--- src/hdl/assert_macros.svh ---
// Assertion macros shared by the sprite chain position step RTL.
// Assertions compile unless SYNTH is defined; no other dependencies.
`ifndef ASSERT_MACROS_SVH
`define ASSERT_MACROS_SVH

`ifndef SYNTH

`define SCPS_ASSERT(lbl, clk, rst, prop) \
  lbl: assert property (@(posedge clk) disable iff (rst) prop) \
    else $error("assertion failed");

`define SCPS_NEVER(lbl, clk, rst, cond) \
  lbl: assert property (@(posedge clk) disable iff (rst) !(cond)) \
    else $error("forbidden condition seen");

`else

`define SCPS_ASSERT(lbl, clk, rst, prop)

`define SCPS_NEVER(lbl, clk, rst, cond)

`endif

`endif

--- src/hdl/scps_pkg.sv ---
// Types and constants for the sprite chain position step unit.
// No dependencies; imported by every module of the block.
`timescale 1ns / 1ps

package scps_pkg;

  localparam int QUEUE_DEPTH_DEF = 2;

  localparam int STICKY_BIT = 6;
  localparam logic [13:0] NARROW_SHIFT = 14'd8;
  localparam logic signed [13:0] X_WRAP_AT = 14'sd480;
  localparam logic signed [13:0] X_WRAP = 14'sd512;
  localparam logic signed [14:0] WIDTH_WIDE = 15'sd320;
  localparam logic signed [14:0] WIDTH_NARROW = 15'sd304;

  typedef enum logic [1:0] {
    MODE_NONE = 2'd0,
    MODE_FULL = 2'd1,
    MODE_CLIP = 2'd2
  } render_mode_t;

  // Decoded bank word handed from front to back.
  typedef struct packed {
    logic [8:0]         bank;
    logic               sticky;
    logic               narrow;
    logic signed [13:0] nx;
    logic [8:0]         y;
    logic [7:0]         y_zoom;
    logic [5:0]         size;
    logic [3:0]         x_zoom;
  } scps_item_t;

endpackage

--- src/hdl/scps_front.sv ---
// Front stage: accepts attribute words and decodes them into an item.
// Depends on scps_pkg.
`timescale 1ns / 1ps

module scps_front
  import scps_pkg::*;
(
  input  logic        clk,
  input  logic        rst,
  input  logic        narrow_screen,
  input  logic        push,
  output logic        full,
  input  logic [8:0]  bank_index,
  input  logic [15:0] attr_zoom,
  input  logic [15:0] attr_y_chain_size,
  input  logic [15:0] attr_x,
  output logic        item_valid,
  input  logic        item_ready,
  output scps_item_t  item
);

  logic       take;
  scps_item_t decoded;
  logic [13:0] x_raw;

  assign full = item_valid && !item_ready;
  assign take = push && !full;

  always_comb begin
    x_raw = {5'd0, attr_x[15:7]};
    decoded.bank   = bank_index;
    decoded.sticky = attr_y_chain_size[STICKY_BIT];
    decoded.narrow = narrow_screen;
    decoded.nx     = narrow_screen ? $signed(x_raw - NARROW_SHIFT) : $signed(x_raw);
    decoded.y      = 9'd0 - attr_y_chain_size[15:7];
    decoded.y_zoom = attr_zoom[7:0];
    decoded.size   = attr_y_chain_size[5:0];
    decoded.x_zoom = attr_zoom[11:8];
  end

  always_ff @(posedge clk) begin
    if (rst) begin
      item_valid <= 1'b0;
    end else if (take) begin
      item_valid <= 1'b1;
    end else if (item_ready) begin
      item_valid <= 1'b0;
    end
  end

  always_ff @(posedge clk) begin
    if (take) begin
      item <= decoded;
    end
  end

endmodule

--- src/hdl/scps_queue.sv ---
// Short queue of decoded items between the front and back stages.
// Depends on scps_pkg and assert_macros.svh.
`timescale 1ns / 1ps
`include "assert_macros.svh"

module scps_queue
  import scps_pkg::*;
#(
  parameter int DEPTH = QUEUE_DEPTH_DEF
)(
  input  logic       clk,
  input  logic       rst,
  input  logic       in_valid,
  output logic       in_ready,
  input  scps_item_t in_item,
  output logic       out_valid,
  input  logic       out_ready,
  output scps_item_t out_item
);

  localparam int PW = (DEPTH > 1) ? $clog2(DEPTH) : 1;
  localparam int CW = $clog2(DEPTH + 1);

  scps_item_t    slots [DEPTH];
  logic [PW-1:0] wr_ptr;
  logic [PW-1:0] rd_ptr;
  logic [CW-1:0] count;
  logic          wr;
  logic          rd;

  assign in_ready  = count != CW'(DEPTH);
  assign out_valid = count != '0;
  assign out_item  = slots[rd_ptr];
  assign wr = in_valid && in_ready;
  assign rd = out_valid && out_ready;

  always_ff @(posedge clk) begin
    if (rst) begin
      wr_ptr <= '0;
      rd_ptr <= '0;
      count  <= '0;
    end else begin
      if (wr) begin
        wr_ptr <= (wr_ptr == PW'(DEPTH - 1)) ? '0 : wr_ptr + 1'b1;
      end
      if (rd) begin
        rd_ptr <= (rd_ptr == PW'(DEPTH - 1)) ? '0 : rd_ptr + 1'b1;
      end
      if (wr && !rd) begin
        count <= count + 1'b1;
      end else if (rd && !wr) begin
        count <= count - 1'b1;
      end
    end
  end

  always_ff @(posedge clk) begin
    if (wr) begin
      slots[wr_ptr] <= in_item;
    end
  end

  `SCPS_NEVER(a_queue_overfill, clk, rst, count > CW'(DEPTH))
  `SCPS_ASSERT(a_queue_fill_step, clk, rst, (wr && !rd) |=> (count == $past(count) + 1'b1))

endmodule

--- src/hdl/scps_back.sv ---
// Back stage: chains or loads the bank position, wraps X and classifies the draw.
// Holds the running position state and the result register. Depends on scps_pkg.
`timescale 1ns / 1ps
`include "assert_macros.svh"

module scps_back
  import scps_pkg::*;
(
  input  logic        clk,
  input  logic        rst,
  input  logic        item_valid,
  output logic        item_ready,
  input  scps_item_t  item,
  output logic        empty,
  input  logic        pop,
  output logic [1:0]  render_mode,
  output logic [8:0]  out_bank_index,
  output logic signed [9:0] x_position,
  output logic [8:0]  y_position,
  output logic [3:0]  x_zoom,
  output logic [7:0]  y_zoom,
  output logic [5:0]  bank_size
);

  logic signed [13:0] cur_x;
  logic [8:0]         cur_y;
  logic [3:0]         cur_x_zoom;
  logic [7:0]         cur_y_zoom;
  logic [5:0]         cur_size;
  logic               out_valid;

  logic               take;
  logic signed [13:0] x_chain;
  logic signed [13:0] x_sel;
  logic signed [13:0] x_next;
  logic [8:0]         y_use;
  logic [7:0]         yz_use;
  logic [5:0]         size_use;
  logic [3:0]         xz_use;
  logic signed [14:0] x_ext;
  logic signed [14:0] xz_ext;
  logic signed [14:0] width;
  render_mode_t       mode;

  assign empty      = !out_valid;
  assign item_ready = !out_valid || pop;
  assign take       = item_valid && item_ready;

  always_comb begin
    x_chain  = cur_x + $signed({10'd0, cur_x_zoom}) + 14'sd1;
    x_sel    = item.sticky ? x_chain : item.nx;
    size_use = item.sticky ? cur_size : item.size;
    y_use    = item.sticky ? cur_y : item.y;
    yz_use   = item.sticky ? cur_y_zoom : item.y_zoom;
    xz_use   = (size_use != '0) ? item.x_zoom : cur_x_zoom;
    x_next   = ((size_use != '0) && (x_sel >= X_WRAP_AT)) ? x_sel - X_WRAP : x_sel;
    x_ext    = {x_next[13], x_next};
    xz_ext   = $signed({11'd0, xz_use});
    width    = item.narrow ? WIDTH_NARROW : WIDTH_WIDE;
    mode     = MODE_NONE;
    if (size_use != '0) begin
      if (x_ext >= 15'sd0 && x_ext < width - xz_ext - 15'sd1) begin
        mode = MODE_FULL;
      end else if (x_ext >= -xz_ext && x_ext < width) begin
        mode = MODE_CLIP;
      end
    end
  end

  always_ff @(posedge clk) begin
    if (rst) begin
      cur_x      <= '0;
      cur_y      <= '0;
      cur_x_zoom <= '0;
      cur_y_zoom <= '0;
      cur_size   <= '0;
      out_valid  <= 1'b0;
    end else begin
      if (take) begin
        cur_x      <= x_next;
        cur_y      <= y_use;
        cur_x_zoom <= xz_use;
        cur_y_zoom <= yz_use;
        cur_size   <= size_use;
        out_valid  <= 1'b1;
      end else if (pop) begin
        out_valid  <= 1'b0;
      end
    end
  end

  always_ff @(posedge clk) begin
    if (take) begin
      render_mode    <= mode;
      out_bank_index <= item.bank;
      x_position     <= (mode == MODE_NONE) ? 10'sd0 : x_next[9:0];
      y_position     <= y_use;
      x_zoom         <= xz_use;
      y_zoom         <= yz_use;
      bank_size      <= size_use;
    end
  end

  `SCPS_NEVER(a_mode_needs_size, clk, rst,
    out_valid && (render_mode != MODE_NONE) && (bank_size == '0))
  `SCPS_NEVER(a_hidden_x_zero, clk, rst,
    out_valid && (render_mode == MODE_NONE) && (x_position != '0))
  `SCPS_ASSERT(a_take_shows_word, clk, rst, take |=> out_valid)

endmodule

--- src/hdl/sprite_chain_position_step_unit.sv ---
// Sprite chain position step unit: top level.
// Holds the screen width register and joins front, queue and back.
// Depends on scps_pkg, scps_front, scps_queue and scps_back.
//
// Usage:
//   Input channel: drive bank_index and the three attribute words with push;
//   a word is taken at a clock edge with push high and full low.
//   Result channel: while empty is low the oldest result is on render_mode,
//   out_bank_index, x_position, y_position, x_zoom, y_zoom and bank_size;
//   pop high at a clock edge with empty low takes it.
//   Config: narrow_screen_wr_en writes narrow_screen_wr_data[0] into the
//   screen width register; write only while the block holds no words.
//   Path: front register, then queue slot, then result register.
//   Throughput: one word per cycle while pop takes each result, set by the
//   combinational chain add, wrap and classify in the back stage.
//   Stall: when pop stays low the result register holds, the queue fills,
//   then full rises; no word is lost.
//   Reset (rst, synchronous): clears the position state, the queue and the
//   screen width register; no clearing pass is needed.
`timescale 1ns / 1ps

module sprite_chain_position_step_unit
  import scps_pkg::*;
#(
  parameter int QUEUE_DEPTH = QUEUE_DEPTH_DEF
)(
  input  logic        clk,
  input  logic        rst,
  input  logic        narrow_screen_wr_en,
  input  logic        narrow_screen_wr_data,
  input  logic        push,
  output logic        full,
  input  logic [8:0]  bank_index,
  input  logic [15:0] attr_zoom,
  input  logic [15:0] attr_y_chain_size,
  input  logic [15:0] attr_x,
  output logic        empty,
  input  logic        pop,
  output logic [1:0]  render_mode,
  output logic [8:0]  out_bank_index,
  output logic signed [9:0] x_position,
  output logic [8:0]  y_position,
  output logic [3:0]  x_zoom,
  output logic [7:0]  y_zoom,
  output logic [5:0]  bank_size
);

  logic       narrow_screen;
  logic       f_valid;
  logic       f_ready;
  scps_item_t f_item;
  logic       b_valid;
  logic       b_ready;
  scps_item_t b_item;

  always_ff @(posedge clk) begin
    if (rst) begin
      narrow_screen <= 1'b0;
    end else if (narrow_screen_wr_en) begin
      narrow_screen <= narrow_screen_wr_data;
    end
  end

  scps_front u_front (
    .clk               (clk),
    .rst               (rst),
    .narrow_screen     (narrow_screen),
    .push              (push),
    .full              (full),
    .bank_index        (bank_index),
    .attr_zoom         (attr_zoom),
    .attr_y_chain_size (attr_y_chain_size),
    .attr_x            (attr_x),
    .item_valid        (f_valid),
    .item_ready        (f_ready),
    .item              (f_item)
  );

  scps_queue #(
    .DEPTH (QUEUE_DEPTH)
  ) u_queue (
    .clk       (clk),
    .rst       (rst),
    .in_valid  (f_valid),
    .in_ready  (f_ready),
    .in_item   (f_item),
    .out_valid (b_valid),
    .out_ready (b_ready),
    .out_item  (b_item)
  );

  scps_back u_back (
    .clk            (clk),
    .rst            (rst),
    .item_valid     (b_valid),
    .item_ready     (b_ready),
    .item           (b_item),
    .empty          (empty),
    .pop            (pop),
    .render_mode    (render_mode),
    .out_bank_index (out_bank_index),
    .x_position     (x_position),
    .y_position     (y_position),
    .x_zoom         (x_zoom),
    .y_zoom         (y_zoom),
    .bank_size      (bank_size)
  );

endmodule
--- config.mk ---
export PLATFORM = sky130hd
export DESIGN_NAME = sprite_chain_position_step_unit
export DESIGN_NICKNAME = d
export VERILOG_FILES = /design/src/hdl/scps_pkg.sv /design/src/hdl/scps_front.sv /design/src/hdl/scps_queue.sv /design/src/hdl/scps_back.sv /design/src/hdl/sprite_chain_position_step_unit.sv
export VERILOG_INCLUDE_DIRS = /design/src /design/src/hdl
export SDC_FILE = /design/constraint.sdc
export NUM_CORES = 1
export LEC_CHECK = 0
export BUFFER_PORTS_ARGS = -buffer_cell sky130_fd_sc_hd__buf_2
export CAP_MARGIN = 10
export CORE_MARGIN = 10
export CORE_UTILIZATION = 50
export CTS_CLUSTER_SIZE = 14
export DETAILED_ROUTE_END_ITERATION = 16
export GPL_TIMING_DRIVEN = 1
export PLACE_DENSITY = 0.67
export SYNTH_ARGS = -nofsm -noshare
export SYNTH_HDL_FRONTEND = slang
export SYNTH_SLANG_ARGS = --single-unit
--- constraint.sdc ---
create_clock -name clk -period 12.5 [get_ports clk]
set_clock_uncertainty 0.2 [all_clocks]
set_input_delay 0 -clock clk [delete_from_list [all_inputs] [get_ports clk]]
set_output_delay 0 -clock clk [all_outputs]
set_load 0.01 [all_outputs]
==> results of run 1 <==
-- sequential cells by signal, indices dropped and copies added (netlist names), named ones only --
| signal | cells |
|---|---|
| u_back.cur_x_zoom | 4 |
| u_back.bank_size | 6 |
| u_back.out_valid | 1 |
| u_queue.count | 2 |
| u_back.cur_size | 6 |
| u_back.render_mode | 2 |
| u_back.x_position | 10 |
| narrow_screen | 1 |
| u_back.x_zoom | 4 |
| u_back.y_position | 9 |
| u_back.cur_x | 14 |
| u_queue.rd_ptr | 1 |
| u_back.cur_y | 9 |
| u_back.y_zoom | 8 |
| u_queue.wr_ptr | 1 |
| u_queue.slots | 96 |
| u_back.cur_y_zoom | 8 |
| u_back.out_bank_index | 9 |
| u_front.item_valid | 1 |
| u_front.item | 48 |
-- routing by layer --
| metal | track usage, % | routed length, um | vias to the layer above |
|---|---|---|---|
| met1 | 18.7 | 8420 | 3153 |
| met5 | 0 | 0 | - |
| met4 | 4.14 | 301 | 0 |
| met2 | 26.9 | 10400 | 171 |
| li1 | - | - | 3192 |
| met3 | 3.39 | 1180 | 22 |
-- cells in the final DEF (no fill, tap or decap), types with 8 or more instances in the layout --
cell,Yosys,layout
xor2_1,10,10
nand2_1,64,64
dlygate4sd3_1,0,81
xnor2_1,11,11
buf_2,3,101
or3_1,9,9
nor2_1,63,62
clkinv_1,2,10
inv_1,36,35
clkbuf_16,0,24
dfxtp_1,49,48
ha_1,32,32
mux2_2,11,12
nand3_1,9,9
edfxtp_1,192,192
a211oi_1,19,19
mux2i_1,49,49
o211ai_1,8,8
o21ai_0,36,35
a21oi_1,30,30
nor3_1,9,9
-- metrics by stage --
| stage | instances | power, W | utilization (%) | cell area [um2] |
|---|---|---|---|---|
| final | 1238 | 0.00268 | 62.3 | 12500 |
| after global routing | 1238 | 0.00285 | 62.3 | 12500 |
| after CTS | 1237 | 0.00270 | 62.3 | 12500 |
| after detailed placement | 1113 | 0.00199 | 54.6 | 11000 |
| after global placement | 1113 | 0.00196 | 54.6 | 11000 |
| after floorplan | 763 | 0.00175 | - | 10200 |
-- synthesized netlist by cell type, types with 2 or more instances --
cell type / count
buf_2: 3
a211oi_1: 19
clkinv_1: 2
xor2_1: 10
nor4_1: 2
o21ai_0: 36
a21o_1: 4
or2_2: 3
nand2b_1: 7
o211ai_1: 8
mux2i_1: 49
mux2_2: 11
nor2_1: 63
nor3_2: 2
a2111o_1: 2
nand2_1: 64
a31oi_1: 6
nand4_1: 4
and3_1: 2
o31ai_1: 2
buf_1: 4
a21oi_1: 30
or3b_2: 5
ha_1: 32
o21a_1: 6
clkbuf_1: 18
inv_1: 36
edfxtp_1: 192
nor2b_1: 8
o21ai_1: 3
buf_6: 2
dfxtp_1: 49
or3_1: 9
xnor2_1: 11
and4_1: 3
nor3_1: 9
nand3_1: 9
-- power breakdown --
part,internal (W),switching [W]
combinational,0.000327,0.000518
clock,0.000394,0.000284
sequential,0.00108,0.0000741
-- worst max-delay path, stage by stage, from the launching register on --
cell,delay [ns]
dfxtp_2,0.43
buf_4,0.63
mux2_2,0.28
buf_4,0.51
nand2_1,0.11
mux2i_1,0.37
or2_2,0.19
inv_1,0.06
ha_1,0.17
inv_1,0.10
a311oi_1,0.06
xnor2_1,0.44
inv_1,0.15
ha_1,0.34
nor3_1,0.19
a211oi_1,0.09
or4_1,0.49
a21boi_0,0.52
nor4_4,0.10
nor2_2,0.31
a211oi_1,0.14
-- worst max path at each step --
stage | from | endpoint | slack, ns | cells past startpoint
after floorplan | u_back.cur_x_zoom[0] | u_back.x_position[0] | 7.34 | 19
after global placement | register | u_back.x_position[0] | 6.58 | 20
after detailed placement | register | u_back.x_position[0] | 6.40 | 20
after CTS | register | u_back.x_position[7] | 6.35 | 20
after global routing | register | u_back.x_position[4] | 5.66 | 20
final | register | u_back.x_position[7] | 6.34 | 20
-- kinds of logic (layout without fill, tap and decap cells) --
group,count (synthesis),after routing
flops,241,241
buf+inv,67,272
compound gates,135,135
fa+ha+maj,33,33
simple gates,205,205
xor+xnor,21,21
mux,61,61
-- cell type report --
class	instances	area share, %
Sequential cell	241	53.8
Multi-Input combinational cell	455	25.4
Timing Repair Buffer	189	10.9
Clock buffer	28	4.91
Tap cell	270	2.70
Inverter	39	1.18
Clock inverter	16	1.07
-- repair_timing --
item	CTS	global route
buffers inserted	0	0
hold endpoints to repair	97	1
hold buffers	80	1
==> metrics.md, run 1 <==
| Metric | Value |
|---|---|
| Sequential fraction of the synthesis area | `about two thirds` |
| Worst setup margin | `6.34 ns` |
| H-tree depth | `1` |
| Final period utilization | `49.3%` |
| GPL Wtd Cong | `0.865` |
| Largest net degree at the start of global routing | `61` |
| HP Class | `primary input to register` |
| CP endpoint kind | `register` |
| Synthesized net count | `859` |
| N_diodes | `0` |
| Total CTS buffers | `24` |
| Max_slew headroom | `21.0%` |
| Post-Syn Instances | `around 760` |
| Clk_lat worst skew | `0.51 ns` |
| GRT Total Usage | `15.3%` |
| First-pass DRT Iterations | `5` |
| CTS Sinks | `between 200 and 250` |
| Final setup TNS | `0 ns` |
| Ys async rst share | `0%` |
| Multi-input gate area | `3180 um2` |
| RSZ-0062 raised after global routing | `false` |
| Compound-Gate Fraction of Synth Area | `8.86%` |
| # setup viols final | `0` |
| Layout overhead on the synthesized area | `23.1%` |
| Via-per-instance ratio | `approximately 5.3` |
| Yosys warning total | `0` |
| WS Path Type | `register to register` |
| I/O pins | `113` |
| Vias in the first global route | `6804` |
| VDD IR max | `0.129 mV` |
| Layout cells sized above 1 | `19.1%` |
| Leakage | `4.69 nW` |
| Dpl ws | `6.40 ns` |
| HPWL after DPL | `13.1 mm` |
| Chip width | `163 um` |
| Core area | `20100 um2` |
| Simple-gate share of the synthesized area | `10.1%` |
| Post-CTS Resized | `0` |
| Filler cells | `1499` |
| Worst Tran Pin Value | `1.18 ns` |
| Initial antenna violation count | `0` |
| Hold Crit Start | `attr_y_chain_size[1]` |
| Routed length per instance | `16.4 um` |
| Fmax | `162 MHz` |
| Total number of vias | `6538` |
| Worst hold slack | `~0.015 ns` |
| Cells taking the most area after synthesis | `edfxtp_1 57%, dfxtp_1 9.6%, mux2i_1 4.8%` |
| Synth top area share | `56.6%` |
| Biggest area consumer among synthesized cells | `edfxtp_1` |
| Total area of sequential cells | `approximately 6700 um2` |
| Max clock buf depth | `3` |
| Critical path fanouts, max | `60` |
| Hold-critical path endpoint | `u_front.item[5]` |
| Routed Antenna Nets | `0` |
| RR Endpoint | `u_back.x_position[7]` |
| Power Density | `between 200 and 250 nW/um2` |
| Critical Path RT | `12.53 ns` |
| Nets | `1046` |
| Hold Crit Depth | `2` |
| CP Launch Type | `register` |
| Die area | `26500 um2` |
| Count of cell types in the netlist | `75` |
| Row count | `52` |
| Flops & latches, synth | `roughly 240` |
| Tmin final | `6.16 ns` |
| Setup slack, reg-to-reg | `6.34 ns` |
| Synthesized area per cell | `13.3 um2` |
| DRC viols | `0` |
| # Max-Cap Violations | `0` |
| Congestion Overflow GR | `0` |
| Synthesized area | `roughly 10000 um2` |
| Adder-Cell Fraction of Synth Area | `4.13%` |
| Clock transition at path regs | `~0.06 ns` |
| EDFF count, synth | `192` |
| PortBufs | `101` |
| Die Y | `about 160 um` |
| Critical path data arrival time | `6.19 ns` |
| Combinational family with the most area after synthesis | `simple AND/OR/NAND/NOR gates` |
| Iter 0 DRT Violations | `387` |
| Clock Tree Root | `clkbuf_16` |
| FF-to-FF path depth | `20` |
| Routed WL | `20.3 mm` |
| Mux contribution to synthesized area | `~6.1%` |
| Max Transition Viols Final | `0` |
| Status | `finished, final reports clean` |
| Main synth FF type | `edfxtp_1` |
| CTS tree | `built` |
| Global-route wire length before repair | `around 34 mm` |
| Initial core utilization | `50.7%` |
| Hold Fails Final Rpt | `0` |
| XOR/XNOR Fraction of Synth Area | `1.81%` |
No activity file was read; power rests on OpenSTA's default activity.
==> run 2, diff against run 1 <==
--- a/config.mk
+++ b/config.mk
@@ -13,7 +13,7 @@
 export CTS_CLUSTER_SIZE = 14
 export DETAILED_ROUTE_END_ITERATION = 16
 export GPL_TIMING_DRIVEN = 1
-export PLACE_DENSITY = 0.67
+export PLACE_DENSITY = 0.69
 export SYNTH_ARGS = -nofsm -noshare
 export SYNTH_HDL_FRONTEND = slang
 export SYNTH_SLANG_ARGS = --single-unit
==> constraint.sdc (replaced) <==
create_clock -name clk -period 5.31 [get_ports clk]
set_clock_uncertainty 0.2 [all_clocks]
set_input_delay 0 -clock clk [delete_from_list [all_inputs] [get_ports clk]]
set_output_delay 0 -clock clk [all_outputs]
set_load 0.01 [all_outputs]
==> run 2 against run 1 <==
Against the previous run:
- first-iteration DRC count rose by 8.0%
- largest cell class unchanged
- non-clock buffer count increased by 32
- largest power group unchanged
- final area is 3.6% higher
- via count grew 0.73%
- power is 150% higher
- core utilization is 2.2 points higher
==> metrics.md, run 2 (same netlist as run 1, synthesis figures left out) <==
| Metric | Value |
|---|---|
| Status | `finished, final reports clean` |
| # Max-Cap Violations | `0` |
| CTS Sinks | `241` |
| Initial core utilization | `50.7%` |
| Nets | `1081` |
| Tmin final | `between 5 and 6 ns` |
| Largest net degree at the start of global routing | `between 80 and 90` |
| CP endpoint kind | `register` |
| First-pass DRT Iterations | `5` |
| Max_slew headroom | `25.8%` |
| Congestion Overflow GR | `0` |
| Max clock buf depth | `3` |
| Total number of vias | `6586` |
| Clock transition at path regs | `0.06 ns` |
| GRT Total Usage | `15.1%` |
| HPWL after DPL | `13.0 mm` |
| VDD IR max | `0.308 mV` |
| CP Launch Type | `register` |
| HP Class | `primary input to register` |
| Critical path fanouts, max | `5` |
| Vias in the first global route | `6580` |
| Global-route wire length before repair | `33.1 mm` |
| Most flop-heavy register | `u_queue.slots` |
| PortBufs | `101` |
| Die area | `26500 um2` |
| Routed WL | `about 20 mm` |
| Iter 0 DRT Violations | `418` |
| WS Path Type | `register to register` |
| Clk_lat worst skew | `0.53 ns` |
| Chip width | `approximately 160 um` |
| Top Registers | `u_queue.slots x96, u_front.item x48, u_back.cur_x x14` |
| Die Y | `around 160 um` |
| Hold Fails Final Rpt | `0` |
| Layout cells sized above 1 | `21.8%` |
| Total CTS buffers | `25` |
| Most common cell after layout, fill and taps aside | `edfxtp_1` |
| Routed Antenna Nets | `0` |
| Total area of sequential cells | `6750 um2` |
| Sw Ratio | `roughly a third` |
| # setup viols final | `0` |
| Setup slack, reg-to-reg | `0.19 ns` |
| Combinational share of power | `roughly a third` |
| Worst Tran Pin Value | `1.11 ns` |
| Max FFs per register | `96` |
| Placed insts | `1132` |
| Multi-input gate area | `around 3300 um2` |
| Critical Path RT | `between 5 and 6 ns` |
| Internal power | `roughly 0.0044 W` |
| Critical path's slowest cell | `or4_1` |
| GPL Wtd Cong | `0.842` |
| Final period utilization | `between 90% and 100%` |
| Layout overhead on the synthesized area | `27.5%` |
| H-tree depth | `1` |
| Power Density | `507 nW/um2` |
| Clock network fraction of design power | `25.8%` |
| I/O pins | `113` |
| Worst-path cell chain | `inv_1 > ha_1 > fa_1 > nand2b_1 > a21o_1 > o211a_1 > or3_4 > nor3_4 > a21oi_2 > or3_4 > ha_1 > nor3_2 > a211oi_1 > or4_1 > a21boi_1 > buf_4 > nor4_4 > buf_6 > nor2_4 > a211oi_1` |
| Filler cells | `1432` |
| Routed length per instance | `approximately 16 um` |
| Via-per-instance ratio | `5.17` |
| Critical path data arrival time | `5.18 ns` |
| RSZ-0062 raised after global routing | `true` |
| CTS tree | `built` |
| Row count | `52` |
| Final setup TNS | `0 ns` |
| Clock Tree Root | `clkbuf_16` |
| Sw Pwr | `between 0.002 and 0.0025 W` |
| N_diodes | `0` |
| Most frequent cells in the layout | `192 x edfxtp_1, 101 x buf_2, 93 x dlygate4sd3_1, 64 x nand2_1, 62 x nor2_1` |
| DRC viols | `0` |
| Worst hold slack | `~0.0030 ns` |
| Initial antenna violation count | `0` |
| Sequential share of power | `approximately two fifths` |
| Core area | `between 20000 and 25000 um2` |
| Non-filler instance count after layout | `roughly 1300` |
| Slowest cell delay on critical path | `0.50 ns` |
| Max Transition Viols Final | `0` |
| Leakage | `4.88 nW` |
| Fmax | `195 MHz` |
run 2: final timing paths:
path / start / to / cells past startpoint
worst max register to register: u_back.cur_x_zoom[0] / u_back.x_position[2] / 20
worst min-delay path: attr_x[9] / u_front.item[29] / 2
worst min register to register: u_front.item[19] / u_queue.slots[1][19] / 0
worst max-delay path: u_back.cur_x_zoom[0] / u_back.x_position[2] / 20
run 2: layer usage:
layer  GRT usage [%]  up-vias  routed length (um)
li1                -     3273                   -
met3            3.49       27                1150
met4            3.85        0                 293
met5               0        -                   0
met2            25.8      144               10100
met1            18.9     3142                8920
run 2: layout make-up:
cell class,count,area share (%)
clock inverter,11,0.954
clock buffer,35,5.26
inverter,39,1.14
timing repair buffer,221,12.7
sequential,241,52.0
tap,270,2.60
multi-input combinational,457,25.4
run 2: stage by stage:
stage	area [um2]	utilization (%)	power (W)	worst slack, ns
floorplan	10200	-	0.00411	0.152
CTS	12900	63.9	0.00652	0.0114
global placement	11100	55.3	0.00473	0.158
detailed placement	11100	55.3	0.00476	0.000759
global route	13000	64.6	0.00699	-0.0360
finish	13000	64.6	0.00659	0.189
run 2: critical path: cells and delay by family, from the launching register on:
kind            cells  cell delay, ns
fa+ha+maj           3            0.83
simple gates        8            2.15
buf+inv             3            0.37
flops               1            0.37
compound gates      6            0.94
run 2: repair_timing:
item | 4_1_cts | 5_1_grt
endpoints found under the setup margin | 0 | 11
buffers inserted | 0 | 1
endpoints found under the hold margin | 112 | 0
hold buffers | 93 | 0
resized for setup | 0 | 20
run 2: power groups by stage:
stage	Sequential (W)	Clock (W)	Combinational [W]
detailed placement	0.00275	0	0.00200
floorplan	0.00282	0	0.00129
CTS	0.00272	0.00173	0.00207
finish	0.00272	0.00170	0.00217
global route	0.00276	0.00181	0.00242
global placement	0.00274	0	0.00199
==> run 3, diff against run 2 <==
--- a/config.mk
+++ b/config.mk
@@ -6,6 +6,7 @@
 export SDC_FILE = /design/constraint.sdc
 export NUM_CORES = 1
 export LEC_CHECK = 0
+export ABC_AREA = 1
 export BUFFER_PORTS_ARGS = -buffer_cell sky130_fd_sc_hd__buf_2
 export CAP_MARGIN = 10
 export CORE_MARGIN = 10
==> run 3 against run 2 <==
Against the previous run:
- fmax grew 8.1%
- die area grew 1.2%
- synthesized cell count grew 27%
- hold slack gained 0.017 ns
- global-route usage grew 1.3 points
- routed wire length grew 6.7%
- clock-buffer cell count grew 2
- non-clock buffer count shrank 24
- sequential power grew 3%
- final area shrank 2.2%
- first-iteration DRC count grew 1.4%
- critical endpoint is now u_back.x_position[0]
- clock power shrank 5%
==> metrics.md, run 3 <==
| Metric | Value |
|---|---|
| Status | `finished, final reports clean` |
| Worst hold slack | `0.0198 ns` |
| Combinational family with the most area after synthesis | `simple AND/OR/NAND/NOR gates` |
| Row count | `52` |
| Worst Tran Pin Value | `1.08 ns` |
| Final setup TNS | `0 ns` |
| H-tree depth | `1` |
| Iter 0 DRT Violations | `424` |
| HPWL after DPL | `13.7 mm` |
| Adder-Cell Fraction of Synth Area | `4.07%` |
| RSZ-0062 raised after global routing | `false` |
| Critical path data arrival time | `4.77 ns` |
| Synthesized area | `10300 um2` |
| Clock transition at path regs | `0.06 ns` |
| Compound-Gate Fraction of Synth Area | `about 8%` |
| Most common cell after layout, fill and taps aside | `nand2_1` |
| CP Buf/Inv Count | `3` |
| WS Path Type | `register to register` |
| Routed length per instance | `15.1 um` |
| Max_slew headroom | `28.0%` |
| Slowest cell delay on critical path | `0.42 ns` |
| Clk_lat worst skew | `roughly 0.50 ns` |
| Largest net degree at the start of global routing | `56` |
| Layout cells sized above 1 | `between 10% and 20%` |
| Tmin final | `4.74 ns` |
| Initial core utilization | `50.8%` |
| Count of cell types in the netlist | `34` |
| Main synth FF type | `edfxtp_1` |
| Fmax | `211 MHz` |
| Most frequent cells in the layout | `212 x nand2_1, 192 x edfxtp_1, 122 x inv_1, 101 x nor2_1, 101 x buf_2` |
| Routed Antenna Nets | `0` |
| Filler cells | `1629` |
| I/O pins | `113` |
| Critical Path RT | `5.34 ns` |
| Synthesized area per cell | `between 10 and 15 um2` |
| Multi-input gate area | `2940 um2` |
| Top Registers | `u_queue.slots x96, u_front.item x48, u_back.cur_x x14` |
| First-pass DRT Iterations | `5` |
| Clock Tree Root | `clkbuf_16` |
| Synth top area share | `55.9%` |
| Global-route wire length before repair | `~36 mm` |
| Simple-gate share of the synthesized area | `14.9%` |
| Vias in the first global route | `7302` |
| Critical path fanouts, max | `13` |
| Flops & latches, synth | `241` |
| Ys async rst share | `0%` |
| Max clock buf depth | `3` |
| CTS tree | `built` |
| Synthesized net count | `1067` |
| Crit path max-delay family | `simple AND/OR/NAND/NOR gates` |
| Max FFs per register | `96` |
| Via-per-instance ratio | `4.97` |
| Congestion Overflow GR | `0` |
| Hold Fails Final Rpt | `0` |
| CP endpoint kind | `register` |
| CTS Sinks | `241` |
| # setup viols final | `0` |
| Sequential fraction of the synthesis area | `65.4%` |
| VDD IR max | `0.343 mV` |
| Most flop-heavy register | `u_queue.slots` |
| GPL Wtd Cong | `0.885` |
| Layout overhead on the synthesized area | `23.1%` |
| Commonest cells in the netlist | `212 x nand2_1, 192 x edfxtp_1, 123 x inv_1` |
| Cells taking the most area after synthesis | `edfxtp_1 56%, dfxtp_1 9.5%, nand2_1 7.7%` |
| Die Y | `164 um` |
| Mux contribution to synthesized area | `0%` |
| Die area | `around 27000 um2` |
| Power Density | `567 nW/um2` |
| # Max-Cap Violations | `0` |
| Biggest area consumer among synthesized cells | `edfxtp_1` |
| DRC viols | `0` |
| XOR/XNOR Fraction of Synth Area | `1.44%` |
| Core area | `20300 um2` |
| Final period utilization | `89.2%` |
| Total number of vias | `7199` |
| Yosys warning total | `0` |
| Cell with the most instances after synthesis | `nand2_1` |
| EDFF count, synth | `192` |
| PortBufs | `around 100` |
| CP Launch Type | `register` |
| Total area of sequential cells | `6750 um2` |
| HP Class | `primary input to register` |
| Max Transition Viols Final | `0` |
| N_diodes | `0` |
| Chip width | `between 150 and 200 um` |
| Worst-path cell chain | `inv_2 > nand2_1 > nand2_2 > o21ai_0 > nand2_1 > nor2_1 > nand2_1 > o21ai_2 > inv_1 > ha_1 > nand3_1 > inv_2 > ha_1 > a21oi_1 > nor2_1 > a211oi_1 > a21oi_1 > nand3b_1 > a21oi_1 > nor2_1 > nand2_1 > a21oi_1` |
| Post-Syn Instances | `971` |
| Total CTS buffers | `25` |
| Routed WL | `about 22 mm` |
| GRT Total Usage | `16.4%` |
| Nets | `1257` |
| Initial antenna violation count | `0` |
| Critical path's slowest cell | `dfxtp_2` |
| Leakage | `5.51 nW` |
| Post-CTS Resized | `0` |
[run 3: cell types whose count changed after synthesis, sizes merged, moves of 21 or more]
| cell | delta |
|---|---|
| inv | +93 |
| mux2i | -49 |
| nand2 | +152 |
| nand3 | +28 |
| nor2 | +41 |
| o21ai | +21 |
[run 3: worst paths after layout]
path	from	end	slack (ns)	cells past startpoint
max	register	u_back.x_position[0]	0.57	22
min	attr_zoom[10]	u_front.item[2]	0.02	2
max reg2reg	register	u_back.x_position[0]	0.57	22
min reg2reg	u_front.item[48]	u_queue.slots[1][48]	0.24	0
[run 3: power breakdown]
group,total (W),switching [W],internal (W)
clock network,0.00161,0.000675,0.000937
logic,0.00279,0.00187,0.000918
registers,0.00281,0.000182,0.00262
[run 3: kinds of logic after synthesis]
kind of cell,after synthesis
and+or+nand+nor,379
DFF,241
xor gates and xnor gates,17
AOI/OAI and AO/OA,137
buffers and inverters,164
adders and majority gates,33
[run 3: layout make-up]
type | count | area share (%)
clock buffer | 37 | 5.36
clock inverter | 8 | 0.561
inverter | 130 | 3.86
multi-input combinational | 566 | 23.1
sequential | 241 | 53.1
tap | 270 | 2.66
timing repair buffer | 197 | 11.3
[run 3: what timing repair did]
| item | 4_1_cts | 5_1_grt |
|---|---|---|
| setup buffers | 0 | 0 |
| setup endpoints to repair | 0 | 0 |
| endpoints found under the hold margin | 79 | 0 |
| hold buffers | 85 | 0 |
[run 3: through the flow]
step           std cells  power (W)  worst slack, ns  cell area [um2]  util (%)
4_1_cts             1449    0.00727            0.560            12700      62.6
3_5_place_dp        1319    0.00559            0.587            11100      54.7
5_1_grt             1449    0.00779           0.0985            12700      62.6
2_1_floorplan        971    0.00479             1.63            10300         -
6_report            1449    0.00721            0.573            12700      62.6
3_3_place_gp        1319    0.00552            0.693            11100      54.7
[run 3: routing by layer]
metal | vias up | global-route usage (%) | part of all wire, %
met5 | - | 0 | 0
met4 | 0 | 5.00 | 2.3
met3 | 39 | 2.82 | 4.5
met2 | 157 | 29.6 | 51
met1 | 3372 | 19.5 | 42
li1 | 3631 | - | -
